File: src/rtl/power_hold_battery_shutdown_timer_assert.svh
// Assertion macros shared by the shutdown timer RTL.
`ifndef POWER_HOLD_BATTERY_SHUTDOWN_TIMER_ASSERT_SVH
`define POWER_HOLD_BATTERY_SHUTDOWN_TIMER_ASSERT_SVH

// Consequence must hold in the same cycle as the antecedent.
`define PHBST_ASSERT_NOW(lbl, ante, cons) \
  lbl: assert property (@(posedge clk) disable iff (rst) (ante) |-> (cons)) \
    else $error("shutdown timer check failed");

// Consequence must hold in the cycle after the antecedent.
`define PHBST_ASSERT_NEXT(lbl, ante, cons) \
  lbl: assert property (@(posedge clk) disable iff (rst) (ante) |=> (cons)) \
    else $error("shutdown timer check failed");

`endif

File: src/rtl/phbst_pkg.sv
// Types, codes and helpers for the power-hold / battery shutdown timer.
package phbst_pkg;

  localparam int TIME_W    = 32;
  localparam int PERCENT_W = 7;
  localparam int REMAIN_W  = 16;
  localparam int CFG_IDX_W = 2;

  typedef enum logic [1:0] {
    MODE_RESET  = 2'd0,
    MODE_BUTTON = 2'd1,
    MODE_TICK   = 2'd2,
    MODE_SAMPLE = 2'd3
  } mode_t;

  typedef enum logic [1:0] {
    CAUSE_NONE    = 2'd0,
    CAUSE_HOLD    = 2'd1,
    CAUSE_BATTERY = 2'd2
  } cause_t;

  localparam logic [CFG_IDX_W-1:0] REG_HOLD_TIME     = 2'd0;
  localparam logic [CFG_IDX_W-1:0] REG_BATTERY_LIMIT = 2'd1;
  localparam logic [CFG_IDX_W-1:0] REG_CRIT_PERCENT  = 2'd2;

  typedef struct packed {
    mode_t                mode;
    logic [TIME_W-1:0]    now_ms;
    logic                 button_pressed;
    logic                 sample_valid;
    logic                 sample_charging;
    logic [PERCENT_W-1:0] sample_percent;
  } item_t;

  // Post-update status handed from the state stage to the output stage.
  typedef struct packed {
    cause_t            cause;
    logic              held;
    logic              critical;
    logic              latched;
    logic [TIME_W-1:0] hold_spent;
    logic [TIME_W-1:0] elapsed;
  } status_t;

  // Time left of a duration, zero once spent, clipped to 16 bits.
  function automatic logic [REMAIN_W-1:0] time_left(logic [TIME_W-1:0] duration,
                                                    logic [TIME_W-1:0] spent);
    logic [TIME_W-1:0] d;
    d = duration - spent;
    if (spent >= duration) begin
      return '0;
    end else if (d > TIME_W'({REMAIN_W{1'b1}})) begin
      return {REMAIN_W{1'b1}};
    end else begin
      return d[REMAIN_W-1:0];
    end
  endfunction

endpackage

File: src/rtl/phbst_core.sv
// Event state machine: updates the supervisor state, one event per en cycle.
module phbst_core (
  input  logic                                clk,
  input  logic                                rst,
  input  logic                                en,
  input  phbst_pkg::item_t                    item,
  input  logic [phbst_pkg::TIME_W-1:0]        hold_time_ms,
  input  logic [phbst_pkg::TIME_W-1:0]        battery_limit_ms,
  input  logic [phbst_pkg::PERCENT_W-1:0]     critical_percent,
  output phbst_pkg::status_t                  status
);
  import phbst_pkg::*;
  `include "power_hold_battery_shutdown_timer_assert.svh"

  logic [TIME_W-1:0] press_time, press_time_next;
  logic [TIME_W-1:0] last_sample_time, last_sample_time_next;
  logic [TIME_W-1:0] critical_elapsed, critical_elapsed_next;
  logic button_held, button_held_next;
  logic hold_latched, hold_latched_next;
  logic critical_flag, critical_flag_next;
  logic prev_sample_critical, prev_sample_critical_next;
  logic battery_latched, battery_latched_next;
  status_t status_next;

  logic [TIME_W-1:0] spent;
  logic [TIME_W-1:0] interval;
  logic [TIME_W:0]   sum;
  logic              sample_crit;

  always_comb begin
    spent    = item.now_ms - press_time;
    interval = item.now_ms - last_sample_time;
    sum      = {1'b0, critical_elapsed} + {1'b0, interval};
    sample_crit = !item.sample_charging && (item.sample_percent < critical_percent);

    press_time_next           = press_time;
    last_sample_time_next     = last_sample_time;
    critical_elapsed_next     = critical_elapsed;
    button_held_next          = button_held;
    hold_latched_next         = hold_latched;
    critical_flag_next        = critical_flag;
    prev_sample_critical_next = prev_sample_critical;
    battery_latched_next      = battery_latched;
    status_next.cause         = CAUSE_NONE;
    status_next.hold_spent    = spent;

    case (item.mode)
      MODE_RESET: begin
        press_time_next           = item.now_ms;
        last_sample_time_next     = item.now_ms;
        critical_elapsed_next     = '0;
        button_held_next          = 1'b0;
        hold_latched_next         = 1'b0;
        critical_flag_next        = 1'b0;
        prev_sample_critical_next = 1'b0;
        battery_latched_next      = 1'b0;
      end
      MODE_BUTTON: begin
        if (item.button_pressed != button_held) begin
          button_held_next  = item.button_pressed;
          hold_latched_next = 1'b0;
          if (item.button_pressed) begin
            press_time_next        = item.now_ms;
            status_next.hold_spent = '0;
          end
        end
      end
      MODE_TICK: begin
        if (button_held && !hold_latched && spent >= hold_time_ms) begin
          hold_latched_next = 1'b1;
          status_next.cause = CAUSE_HOLD;
        end
      end
      MODE_SAMPLE: begin
        last_sample_time_next = item.now_ms;
        if (item.sample_valid && !sample_crit) begin
          critical_elapsed_next     = '0;
          critical_flag_next        = 1'b0;
          prev_sample_critical_next = 1'b0;
          battery_latched_next      = 1'b0;
        end else if (item.sample_valid) begin
          critical_flag_next        = 1'b1;
          prev_sample_critical_next = 1'b1;
          if (prev_sample_critical) begin
            // clamp to the limit; the sum never wraps
            critical_elapsed_next = (sum > {1'b0, battery_limit_ms}) ?
                                    battery_limit_ms : sum[TIME_W-1:0];
          end
          if (!battery_latched && critical_elapsed_next >= battery_limit_ms) begin
            battery_latched_next = 1'b1;
            status_next.cause    = CAUSE_BATTERY;
          end
        end
      end
      default: begin
      end
    endcase

    status_next.held     = button_held_next;
    status_next.critical = critical_flag_next;
    status_next.latched  = hold_latched_next || battery_latched_next;
    status_next.elapsed  = critical_elapsed_next;
  end

  always_ff @(posedge clk) begin
    if (rst) begin
      press_time           <= '0;
      last_sample_time     <= '0;
      critical_elapsed     <= '0;
      button_held          <= 1'b0;
      hold_latched         <= 1'b0;
      critical_flag        <= 1'b0;
      prev_sample_critical <= 1'b0;
      battery_latched      <= 1'b0;
    end else if (en) begin
      press_time           <= press_time_next;
      last_sample_time     <= last_sample_time_next;
      critical_elapsed     <= critical_elapsed_next;
      button_held          <= button_held_next;
      hold_latched         <= hold_latched_next;
      critical_flag        <= critical_flag_next;
      prev_sample_critical <= prev_sample_critical_next;
      battery_latched      <= battery_latched_next;
    end
  end

  always_ff @(posedge clk) begin
    if (en) begin
      status <= status_next;
    end
  end

  `PHBST_ASSERT_NOW(a_batt_latch_needs_crit, battery_latched, critical_flag)
  `PHBST_ASSERT_NOW(a_elapsed_needs_prev, critical_elapsed != '0, prev_sample_critical)
  `PHBST_ASSERT_NEXT(a_hold_cause_latches, en && status_next.cause == CAUSE_HOLD,
                     hold_latched && button_held)

endmodule

File: src/rtl/power_hold_battery_shutdown_timer.sv
// Top level of the power-hold / battery shutdown timer.
//
// Input beats (s_*) carry one event each: the event kind in s_tuser and the
// timestamp and sample fields in s_tdata. Every event yields exactly one
// result beat on m_*, reporting the shutdown cause raised by that event and
// the supervisor state after it, with both remaining times clipped to 16 bits.
// User writes registers via cfg_we/cfg_index/cfg_wdata only while idle; unchecked.
//
// Three register stages: input register, state update, output register.
// Each accepted input beat passes through them in turn to its result beat; one
// event is taken every cycle while the output moves. The state update stage
// sets the rate: each event reads the state left by the one before.
//
// rst (synchronous) clears all stage valids, the event state and returns the
// registers to their defaults (hold 3000 ms, limit 60000 ms, 5 percent).
// When m_tready is low, hold the result; earlier stages keep filling until
// every stage is full, then s_tready drops. No beat is lost or repeated.
module power_hold_battery_shutdown_timer (
  input  logic        clk,
  input  logic        rst,
  // event kind: mode[1:0]
  input  logic [1:0]  s_tuser,
  // now_ms[31:0], button_pressed[32], sample_valid[33], sample_charging[34],
  // sample_percent[41:35], zero pad[47:42]
  input  logic [47:0] s_tdata,
  input  logic        s_tvalid,
  output logic        s_tready,
  // shutdown_cause[1:0], held_now[2], battery_critical[3], any_latched[4],
  // hold_remaining_ms[20:5], battery_remaining_ms[36:21], zero pad[39:37]
  output logic [39:0] m_tdata,
  output logic        m_tvalid,
  input  logic        m_tready,
  input  logic        cfg_we,
  input  logic [1:0]  cfg_index,
  input  logic [31:0] cfg_wdata
);
  import phbst_pkg::*;
  `include "power_hold_battery_shutdown_timer_assert.svh"

  // configuration registers
  logic [TIME_W-1:0]    hold_time_ms;
  logic [TIME_W-1:0]    battery_limit_ms;
  logic [PERCENT_W-1:0] critical_percent;

  always_ff @(posedge clk) begin
    if (rst) begin
      hold_time_ms     <= TIME_W'(3000);
      battery_limit_ms <= TIME_W'(60000);
      critical_percent <= PERCENT_W'(5);
    end else if (cfg_we) begin
      case (cfg_index)
        REG_HOLD_TIME:     hold_time_ms     <= cfg_wdata;
        REG_BATTERY_LIMIT: battery_limit_ms <= cfg_wdata;
        REG_CRIT_PERCENT:  critical_percent <= cfg_wdata[PERCENT_W-1:0];
        default: begin
        end
      endcase
    end
  end

  // pipeline valids and advance strobes
  logic    in_valid, st_valid;
  logic    out_load, st_load, in_load;
  item_t   in_item;
  status_t status;

  assign out_load = st_valid && (!m_tvalid || m_tready);
  assign st_load  = in_valid && (!st_valid || out_load);
  assign s_tready = !in_valid || st_load;
  assign in_load  = s_tvalid && s_tready;

  always_ff @(posedge clk) begin
    if (rst) begin
      in_valid <= 1'b0;
      st_valid <= 1'b0;
      m_tvalid <= 1'b0;
    end else begin
      if (in_load) begin
        in_valid <= 1'b1;
      end else if (st_load) begin
        in_valid <= 1'b0;
      end
      if (st_load) begin
        st_valid <= 1'b1;
      end else if (out_load) begin
        st_valid <= 1'b0;
      end
      if (out_load) begin
        m_tvalid <= 1'b1;
      end else if (m_tready) begin
        m_tvalid <= 1'b0;
      end
    end
  end

  // capture the input beat
  always_ff @(posedge clk) begin
    if (in_load) begin
      in_item.mode            <= mode_t'(s_tuser);
      in_item.now_ms          <= s_tdata[31:0];
      in_item.button_pressed  <= s_tdata[32];
      in_item.sample_valid    <= s_tdata[33];
      in_item.sample_charging <= s_tdata[34];
      in_item.sample_percent  <= s_tdata[41:35];
    end
  end

  phbst_core u_core (
    .clk              (clk),
    .rst              (rst),
    .en               (st_load),
    .item             (in_item),
    .hold_time_ms     (hold_time_ms),
    .battery_limit_ms (battery_limit_ms),
    .critical_percent (critical_percent),
    .status           (status)
  );

  // remaining times and result packing
  logic [REMAIN_W-1:0] hold_rem, batt_rem;

  always_comb begin
    hold_rem = status.held ? time_left(hold_time_ms, status.hold_spent) : '0;
    batt_rem = status.critical ? time_left(battery_limit_ms, status.elapsed) : '0;
  end

  always_ff @(posedge clk) begin
    if (out_load) begin
      m_tdata <= {3'b000, batt_rem, hold_rem, status.latched, status.critical,
                  status.held, status.cause};
    end
  end

  `PHBST_ASSERT_NOW(a_stall_only_on_full, !s_tready, m_tvalid && !m_tready && st_valid)
  `PHBST_ASSERT_NOW(a_cause_means_latched, m_tvalid && m_tdata[1:0] != CAUSE_NONE,
                    m_tdata[4])
  `PHBST_ASSERT_NOW(a_hold_rem_needs_held, m_tvalid && m_tdata[20:5] != '0, m_tdata[2])

endmodule
File: config.mk
export PLATFORM = sky130hd
export DESIGN_NAME = power_hold_battery_shutdown_timer
export DESIGN_NICKNAME = d
export VERILOG_FILES = /design/src/rtl/phbst_pkg.sv /design/src/rtl/phbst_core.sv /design/src/rtl/power_hold_battery_shutdown_timer.sv
export VERILOG_INCLUDE_DIRS = /design/src /design/src/rtl
export SDC_FILE = /design/constraint.sdc
export NUM_CORES = 1
export LEC_CHECK = 0
export BUFFER_PORTS_ARGS = -buffer_cell sky130_fd_sc_hd__buf_2
export CAP_MARGIN = 25
export CORE_UTILIZATION = 51
export CTS_CLUSTER_SIZE = 28
export DETAILED_ROUTE_END_ITERATION = 6
export PLACE_DENSITY = 0.68
export SETUP_SLACK_MARGIN = 0.02
export SYNTH_ARGS = -nofsm -noshare
export SYNTH_HDL_FRONTEND = slang
export SYNTH_HIERARCHICAL = 1
export SYNTH_SLANG_ARGS = --single-unit
File: constraint.sdc
create_clock -name clk -period 24 [get_ports clk]
set_input_delay 1.2 -clock clk [delete_from_list [all_inputs] [get_ports clk]]
set_output_delay 1.2 -clock clk [all_outputs]
set_load 0.1 [all_outputs]
# Word level (Yosys, flattened, before mapping)

Cells that the tools add are included.

Reductions and logical operators: 35
$add $sub $neg: 5
Magnitude comparators: 8
Eq/ne operators: 9
Mux-type cells: 42
Bitwise operators: 2

Operators by type and width:

| cell                                                  | count |
|---|---|
| two-way mux 32 bit                                    | 12 |
| greater-or-equal comparator 32 bit                    | 4 |
| case mux 32 bit (2 select lines)                      | 2 |
| subtractor 32 bit                                     | 4 |
| > comparator 32 x 16 -> 1 bit, second input constant  | 2 |
| adder 32 x 32 -> 33 bit                               | 1 |
| > comparator 33 x 32 -> 1 bit                         | 1 |
| two-way mux 16 bit                                    | 2 |
| two-way mux 1 bit                                     | 17 |
| nonzero test 2 bit                                    | 5 |
| logical AND 1 bit                                     | 8 |
| case mux 1 bit (2 select lines)                       | 4 |
| AND reduction 2 bit                                   | 4 |
| zero test 1 bit                                       | 7 |
| less-than comparator 7 bit                            | 1 |
| == test 2 bit, second input constant                  | 3 |
| two-way mux 2 bit                                     | 3 |
| OR reduction 2 bit                                    | 3 |
| == test 2 x 1 -> 1 bit, second input constant         | 2 |
| zero test 2 bit                                       | 2 |
| logical OR 1 bit                                      | 4 |
| case mux 2 bit (2 select lines)                       | 1 |
| AND reduction 4 bit                                   | 1 |
| inequality test 3 x 2 -> 1 bit, second input constant | 1 |
| other kinds (6)                                       | 7 |

Word-level logic and storage cells: 130
Register bits after elaboration: 325

# Logic depth before layout (Yosys ltp)

Gate-level depths: netlist (run 1).

Depth after elaboration: 15
Depth in mapped cells: 41
Gate-level depth less buffers: 38

# Hierarchy

The synthesis (run 1) kept the hierarchy.

By module, submodules not included:

| module                            | sequential area each (µm²) | instances | cells an instance | area each (µm²) |
|---|---|---|---|---|
| phbst_core                        | 4093.9                     | 1         | 1815              | 14569.0 |
| power_hold_battery_shutdown_timer | 3913.8                     | 1         | 1118              | 9776.9 |

# Worst setup path before layout (run 1)

No wires, ideal clock.

Path type: input to register
Start: in m_tready
End: reg u_core.critical_elapsed[10]
Buffers on the path: 1
Setup time: 0.070 ns
Arrival: 8.406 ns
Slack: 15.524 ns
Stages: 8
Path through: nor2b_1 -> a21boi_0 -> nand2_1 -> nor3_1 -> a31o_2 -> clkbuf_1 -> nand2_1 -> o21ai_1

Cells in the longest elaborated chain, start to end: 4

Ends and longest elaborated chain:

| item                   | RTL line                                | text |
|---|---|---|
| start: declaration     | power_hold_battery_shutdown_timer.sv:32 | `input logic m_tready,` |
| logical OR 1 bit       | power_hold_battery_shutdown_timer.sv:67 | `assign out_load = st_valid && (!m_tvalid \|\| m_tready);` |
| logical AND 1 bit      | power_hold_battery_shutdown_timer.sv:67 |  |
| logical OR 1 bit       | power_hold_battery_shutdown_timer.sv:68 | `assign st_load = in_valid && (!st_valid \|\| out_load);` |
| logical AND 1 bit      | power_hold_battery_shutdown_timer.sv:68 |  |
| net st_load            | power_hold_battery_shutdown_timer.sv:63 | `logic out_load, st_load, in_load;` |
| end signal: assignment | phbst_core.sv:118                       | `critical_elapsed <= critical_elapsed_next;` |
| end: declaration       | phbst_core.sv:17                        | `logic [TIME_W-1:0] critical_elapsed, critical_elapsed_next;` |

The timed path passes the listed nets, and every way through them passes these cells.
A chain may end at the register's enable or synchronous reset.

==> reports/metrics.yaml, run 1 <==
synthesis:
  ys_ff_latch: 325
  ys_async_sr_fraction_pct: 0
  yosysMostFrequentCell: "nand2_1"
  synth.avg_cell_area_um2: 8.30
  synth_common_cells: "nand2_1 (454), a21oi_1 (317), ha_1 (267)"
  synthCells: 2933
  synth_area_leaders: "edfxtp_1 (19%), dfxtp_1 (14%), ha_1 (14%)"
  synth-edff-count: 150
  yosysWarnings: 6
  synth_area_um2: 24300
  synth.distinct_cells: 97
  yosysTopAreaCell: "edfxtp_1"
  seq_area_frac_synth_pct: 32.9
  synth_top_area_share_pct: 18.5
  ys.flop_type: "dfxtp_1"
clock_tree:
  cts_buffers: 38
  clk_latency_ns: 0.57
  cts_setup_buffers: 0
  ctsResizeCount: 0
  cts-root-buf: "clkbuf_16"
  clockBufferDepth: 3
  cts_tree: "built"
  cts_sinks: 325
  hold_buffers: 0
  cts-htree-levels: 2
  clk_pin_slew_worst_paths_ns: 0.06
place:
  preCtsSetupSlack_ns: 13.01
  hpwlAfterDp_mm: 55.7
  place_congestion: 0.993
  portBuffers: 121
power_and_ir_drop:
  combPwrFrac_pct: 31.1
  power_frac_seq_pct: 35.9
  total_power_mw: 1.76
  p_leak_nw: 11.0
  switching_share_pct: 34.9
  peakVddDrop_mv: 0.0656
  p_int_mw: 1.14
  power.switching_mw: 0.613
  pwr_density_cell_nw_per_um2: 65.6
  p_clk_share_pct: 33.0
global_routing:
  grt.overflow.total: 0
  grt_pass1_vias: 20000
  grt_antenna_before_repair: 1
  grt_max_degree: 87
  grt.total_usage_pct: 29.2
  grt_pass1_wl_mm: 110
timing:
  clock_skew_ns: 0.0257
  rsz0062_at_grt: "no"
  hold_viol: 0
  whs_ns: 0.427
  slew_viol_final: 0
  slew_headroom_pct: 33.7
  worst_slew_pin_slew_ns: 0.992
  final.setup.worst_slack_ns: 12.87
  min_period_over_period_pct: 46.4
  finalSetupTns_ns: 0
  layout_min_cycle_time_ns: 11.13
  clock.fmax_ghz: 0.0899
  setup_viol: 0
worst_setup_path:
  cpMaxStageDelayCell: "a2111oi_0"
  criticalPathCategory: "reg2reg"
  critPathCaptureType: "flop"
  worstPathRequired_ns: 24.27
  critPathMaxFanout: 29
  worst_ep_arrival_time_ns: 11.40
  worst_setup_path_start_kind: "flop"
  critPathBufInv: 2
  crit_family: "compound AO/OA/AOI/OAI gates"
  slowest_delay_ns: 0.85
die:
  fp.coreArea_um2: 46900
  ioPinCount: 131
  die-area_um2: 48600
  initial_utilization_pct: 52.0
  fp.dieW_um: 220
  die_h_um: 220
  rows: 79
cells_and_area:
  drive_gt1_share_pct: 9.23
  fillers: 4285
  nets: 3363
  area_delta_synth_final_pct: 9.92
outcome:
  status: "finished, violations left"
  violations: "DRC"
detailed_routing:
  wl_met2_mm: 31.3
  via_per_inst: 5.89
  drc_errors: 28
  wl_met1_mm: 32.4
  drt_first_iter_violations: 1774
  top_layer: "met4"
  wl_mm: 71.3
  via_count: 21500
  first_pass_iters: 7
  antenna_left: 0
  wl_per_cell_um: 19.6
  route.met3.wl_mm: 5.02
hold_path:
  hold_path.class: "reg2reg"
job:
  maxCapViolCount: 0
-- sequential cells by signal, summed over array words and instances, names as in the netlist, 7 cells and up --
signal                   count
u_core/critical_elapsed     32
u_core/press_time           32
battery_limit_ms            32
critical_percent             7
u_core/last_sample_time     32
in_item                     44
u_core/status               69
hold_time_ms                32
m_tdata                     37
-- path summary, 6_finish.rpt --
kind	start	to	slack, ns	cells after the start
worst max-delay path	in_item[10]	u_core/status[64]	12.87	36
worst min-delay path	u_core/status[68]	m_tdata[1]	0.43	0
worst max register to register	in_item[10]	u_core/status[64]	12.87	36
worst min register to register	u_core/status[68]	m_tdata[1]	0.43	0
-- logic make-up (layout without fill, tap and decap cells) --
family	Yosys count	in the layout	share of synthesized area, %
simple gates	938	938	17.6
compound gates	866	866	23.2
buf+inv	369	466	6.05
flops	325	325	32.9
fa+ha+maj	272	272	14.1
xor+xnor	117	117	4.21
mux	45	45	1.87
other cells	1	6	0.0154
-- area by class of cell --
type,instances,area (um2),share of cell area [%]
Antenna cell,3,7.51,0.0281
Clock buffer,54,1080,4.04
Clock inverter,16,158,0.589
Inverter,254,953,3.56
Multi-Input combinational cell,2241,14900,55.9
Sequential cell,325,8010,29.9
Tap cell,607,759,2.84
Timing Repair Buffer,142,845,3.16
-- worst reg2reg max path, delay by kind of cell, from the launching register on --
| family | cells | cell delay, ns |
|---|---|---|
| AND/OR/NAND/NOR | 9 | 2.34 |
| adder cells (fa/ha/maj) | 5 | 1.67 |
| XOR/XNOR | 2 | 0.45 |
| multiplexers | 1 | 0.39 |
| buffers and inverters | 2 | 0.60 |
| flip-flops | 1 | 0.44 |
| AO/OA/AOI/OAI | 17 | 4.99 |
-- stage by stage --
| stage | instances | area [um2] | util (%) |
|---|---|---|---|
| floorplan | 2935 | 24400 | - |
| global placement | 3561 | 25400 | 54.2 |
| detailed placement | 3564 | 25400 | 54.3 |
| CTS | 3634 | 26700 | 56.9 |
| global route | 3640 | 26800 | 57.1 |
| finish | 3642 | 26800 | 57.1 |
-- power by group through the flow --
stage	logic, mW	registers [mW]	clock network, mW
6_report	0.545	0.630	0.580
5_1_grt	0.598	0.632	0.611
4_1_cts	0.535	0.630	0.589
3_5_place_dp	0.532	0.642	0
3_3_place_gp	0.518	0.641	0
2_1_floorplan	0.394	0.644	0
-- layer usage --
layer / vias to the layer above / GRT usage (%)
li1: 10600 / -
met1: 10100 / 40.8
met2: 696 / 45.9
met3: 110 / 3.60
met4: 0 / 10.9
met5: - / 0
-- cells in the final DEF (no fill, tap or decap), drive strengths merged, types with 44 or more instances in the layout --
master / n
ha: 267
nand2: 454
xnor2: 69
edfxtp: 150
nor2: 175
buf: 141
inv: 257
nor3: 50
a21oi: 335
clkbuf: 55
nand3: 44
o21ai: 186
a21o: 83
dfxtp: 175
xor2: 48
(Power assumes the default switching activity.)
==> run 2, diff against run 1 <==
--- a/config.mk
+++ b/config.mk
@@ -6,12 +6,13 @@
 export SDC_FILE = /design/constraint.sdc
 export NUM_CORES = 1
 export LEC_CHECK = 0
+export ABC_AREA = 1
 export BUFFER_PORTS_ARGS = -buffer_cell sky130_fd_sc_hd__buf_2
 export CAP_MARGIN = 25
 export CORE_UTILIZATION = 51
 export CTS_CLUSTER_SIZE = 28
 export DETAILED_ROUTE_END_ITERATION = 6
-export PLACE_DENSITY = 0.68
+export PLACE_DENSITY = 0.71
 export SETUP_SLACK_MARGIN = 0.02
 export SYNTH_ARGS = -nofsm -noshare
 export SYNTH_HDL_FRONTEND = slang
==> constraint.sdc (replaced) <==
create_clock -name clk -period 9.2 [get_ports clk]
set_input_delay 0.46 -clock clk [delete_from_list [all_inputs] [get_ports clk]]
set_output_delay 0.46 -clock clk [all_outputs]
set_load 0.1 [all_outputs]
==> run 2 against run 1 <==
  * Critical path depth grew 6
  * Highest routed layer unchanged
  * Worst setup slack lost 12 ns
  * Sequential power grew to 2.7 times the previous value
  * Routed wire length grew 10%
  * Fmax grew 33%
  * Clock power grew to 2.6 times the previous value
  * Total power grew to 2.8 times the previous value
  * Cell area grew 9.3%
  * Non-clock buffer count shrank 1
  * Largest cell class unchanged
  * The run now ends clean
  * Clock-buffer cell count grew 3
  * First-iteration DRC count grew 14%
==> reports/metrics.yaml, run 2 <==
place:
  preCtsSetupSlack_ns: 0.967
  place_congestion: 0.974
  hpwlAfterDp_mm: 62.2
  portBuffers: 121
cells_and_area:
  regMostFlops: "u_core/status"
  area_delta_synth_final_pct: 8.42
  final_common_cell: "nand2_1"
  drive_gt1_share_pct: 9.63
  largest_reg_flops: 69
  fillers: 5080
  layout_common_cells: "nand2_1 (1,003), inv_1 (748), a21oi_1 (310), nor2_1 (281), ha_1 (267)"
  top_regs: "u_core/status: 69 flops, in_item: 44 flops, m_tdata: 37 flops"
  nets: 4373
  antenna_cells: 0
hold_path:
  holdCritStartpoint: "s_tdata[10]"
  hold-path-cell-count: 1
  hold_path.class: "in2reg"
  holdPathEnd: "in_item[20]"
detailed_routing:
  via_per_inst: 5.24
  antenna_left: 0
  drt_first_iter_violations: 2027
  first_pass_iters: 5
  wl_met1_mm: 35.2
  via_count: 24700
  drc_errors: 0
  wl_met2_mm: 33.7
  top_layer: "met4"
  wl_per_cell_um: 16.6
  route.met3.wl_mm: 6.34
  wl_mm: 78.4
global_routing:
  grt_pass1_wl_mm: 121
  grt.overflow.total: 0
  grt_antenna_before_repair: 0
  grt_max_degree: 66
  grt_pass1_vias: 22400
  grt.total_usage_pct: 28.9
synthesis:
  yosysTopAreaCell: "edfxtp_1"
  synth-edff-count: 150
  synth_top_area_share_pct: 16.7
  synth_common_cells: "nand2_1 (1,003), inv_1 (751), a21oi_1 (311)"
  seq_area_frac_synth_pct: 29.7
  synthCells: 3919
  synth.distinct_cells: 67
  yosysWarnings: 6
  ys_ff_latch: 325
  synth_area_um2: 27000
  yosysMostFrequentCell: "nand2_1"
  synth_area_leaders: "edfxtp_1 (17%), nand2_1 (14%), dfxtp_1 (13%)"
  synth.avg_cell_area_um2: 6.88
  ys.flop_type: "dfxtp_1"
  ys_async_sr_fraction_pct: 0
worst_setup_path:
  r2r_end: "u_core/status[64]"
  critPathMaxFanout: 33
  r2r_start: "in_item[12]"
  cpMaxStageDelayCell: "edfxtp_1"
  worst_path_most_repeated_cell: "nand2_1"
  rr_worst_depth: 42
  critPathCaptureType: "flop"
  r2r_slack_ns: 0.85
  worstPathRequired_ns: 9.63
  criticalPathCategory: "reg2reg"
  slowest_delay_ns: 0.45
  worst_ep_arrival_time_ns: 8.77
  worst_setup_path_start_kind: "flop"
timing:
  slew_headroom_pct: 37.1
  min_period_over_period_pct: 90.7
  hold_viol: 0
  layout_min_cycle_time_ns: 8.35
  finalSetupTns_ns: 0
  final.setup.worst_slack_ns: 0.852
  clock.fmax_ghz: 0.120
  slew_viol_final: 0
  clock_skew_ns: 0.0309
  setup_viol: 0
  rsz0062_at_grt: "no"
  worst_slew_pin_slew_ns: 0.937
  whs_ns: 0.0621
die:
  fp.coreArea_um2: 51800
  fp.dieW_um: 232
  ioPinCount: 131
  die_h_um: 232
  die-area_um2: 53800
  initial_utilization_pct: 52.0
  rows: 83
power_and_ir_drop:
  total_power_mw: 4.85
  p_leak_nw: 15.0
  peakVddDrop_mv: 0.137
  pwr_density_cell_nw_per_um2: 166
job:
  maxCapViolCount: 0
clock_tree:
  clk_pin_slew_worst_paths_ns: 0.06
  clk_latency_ns: 0.58
  ctsResizeCount: 0
  cts_tree: "built"
  cts-root-buf: "clkbuf_16"
  hold_buffers: 0
  cts-htree-levels: 2
  cts_buffers: 39
  cts_setup_buffers: 0
  cts_sinks: 325
  clockBufferDepth: 3
outcome:
  status: "finished clean"
==> run 2: changes by cell type after synthesis, moves of 30 or more <==
cell / before / now
mux2i_1: 42 / 0
nand2_1: 454 / 1003
inv_1: 254 / 751
nand3_1: 44 / 218
nand3_2: 0 / 49
nor2b_1: 30 / 0
o21ai_1: 84 / 12
o21ai_0: 101 / 179
nor2_1: 175 / 282
clkbuf_1: 85 / 52
nand2_2: 0 / 59
a21o_1: 83 / 10
==> run 2: stage by stage <==
step,util [%],instance area [um2],std cells
2_1_floorplan,-,27000,3921
3_3_place_gp,53.9,27900,4649
3_5_place_dp,53.9,27900,4649
4_1_cts,56.3,29200,4719
5_1_grt,56.4,29200,4721
6_report,56.4,29200,4721
==> run 2: cell type report <==
cell class	instances	area (um2)	share of cell area (%)
Sequential cell	325	8010	27.4
Inverter	771	2900	9.92
Timing Repair Buffer	141	788	2.70
Clock buffer	57	1120	3.85
Tap cell	680	851	2.91
Clock inverter	13	118	0.402
Multi-Input combinational cell	2734	15400	52.8
==> run 2: worst max-delay path by stage <==
stage | from | endpoint | slack (ns) | depth (start not counted)
2_1_floorplan | in_item[10] | u_core/status[64] | 2.79 | 44
3_3_place_gp | in_item[16] | u_core/status[64] | 1.06 | 42
3_5_place_dp | in_item[16] | u_core/status[64] | 0.97 | 42
4_1_cts | in_item[16] | u_core/status[64] | 0.91 | 42
5_1_grt | in_item[16] | u_core/status[64] | 0.17 | 41
6_report | in_item[12] | u_core/status[64] | 0.85 | 42
==> run 2: logic make-up (layout without fill, tap and decap cells) <==
group | count (synthesis) | in the layout | share of synthesized area, %
and+or+nand+nor | 1753 | 1753 | 28.7
buffers and inverters | 862 | 982 | 13.1
AOI/OAI and AO/OA | 591 | 591 | 12.0
DFF | 325 | 325 | 29.7
adders and majority gates | 272 | 272 | 12.8
xor gates and xnor gates | 115 | 115 | 3.74
other | 1 | 3 | 0.0139
==> run 2: per-layer routing <==
metal | vias up | GRT usage, %
li1 | 12700 | -
met1 | 11000 | 39.3
met2 | 841 | 45.5
met3 | 143 | 4.87
met4 | 0 | 11.5
met5 | - | 0
==> run 2: critical path, delay by kind of cell (launching register included) <==
kind / cells / cell delay, ns
AO/OA/AOI/OAI: 14 / 2.61
flip-flops: 1 / 0.45
buffers and inverters: 2 / 0.12
adder cells (fa/ha/maj): 4 / 1.41
AND/OR/NAND/NOR: 21 / 3.43
XOR/XNOR: 1 / 0.16
==> run 2: power breakdown <==
part | leakage, nW | internal (mW) | switching (mW)
clock network | 0.604 | 0.884 | 0.650
registers | 2.83 | 1.60 | 0.0657
logic | 11.6 | 0.533 | 1.12
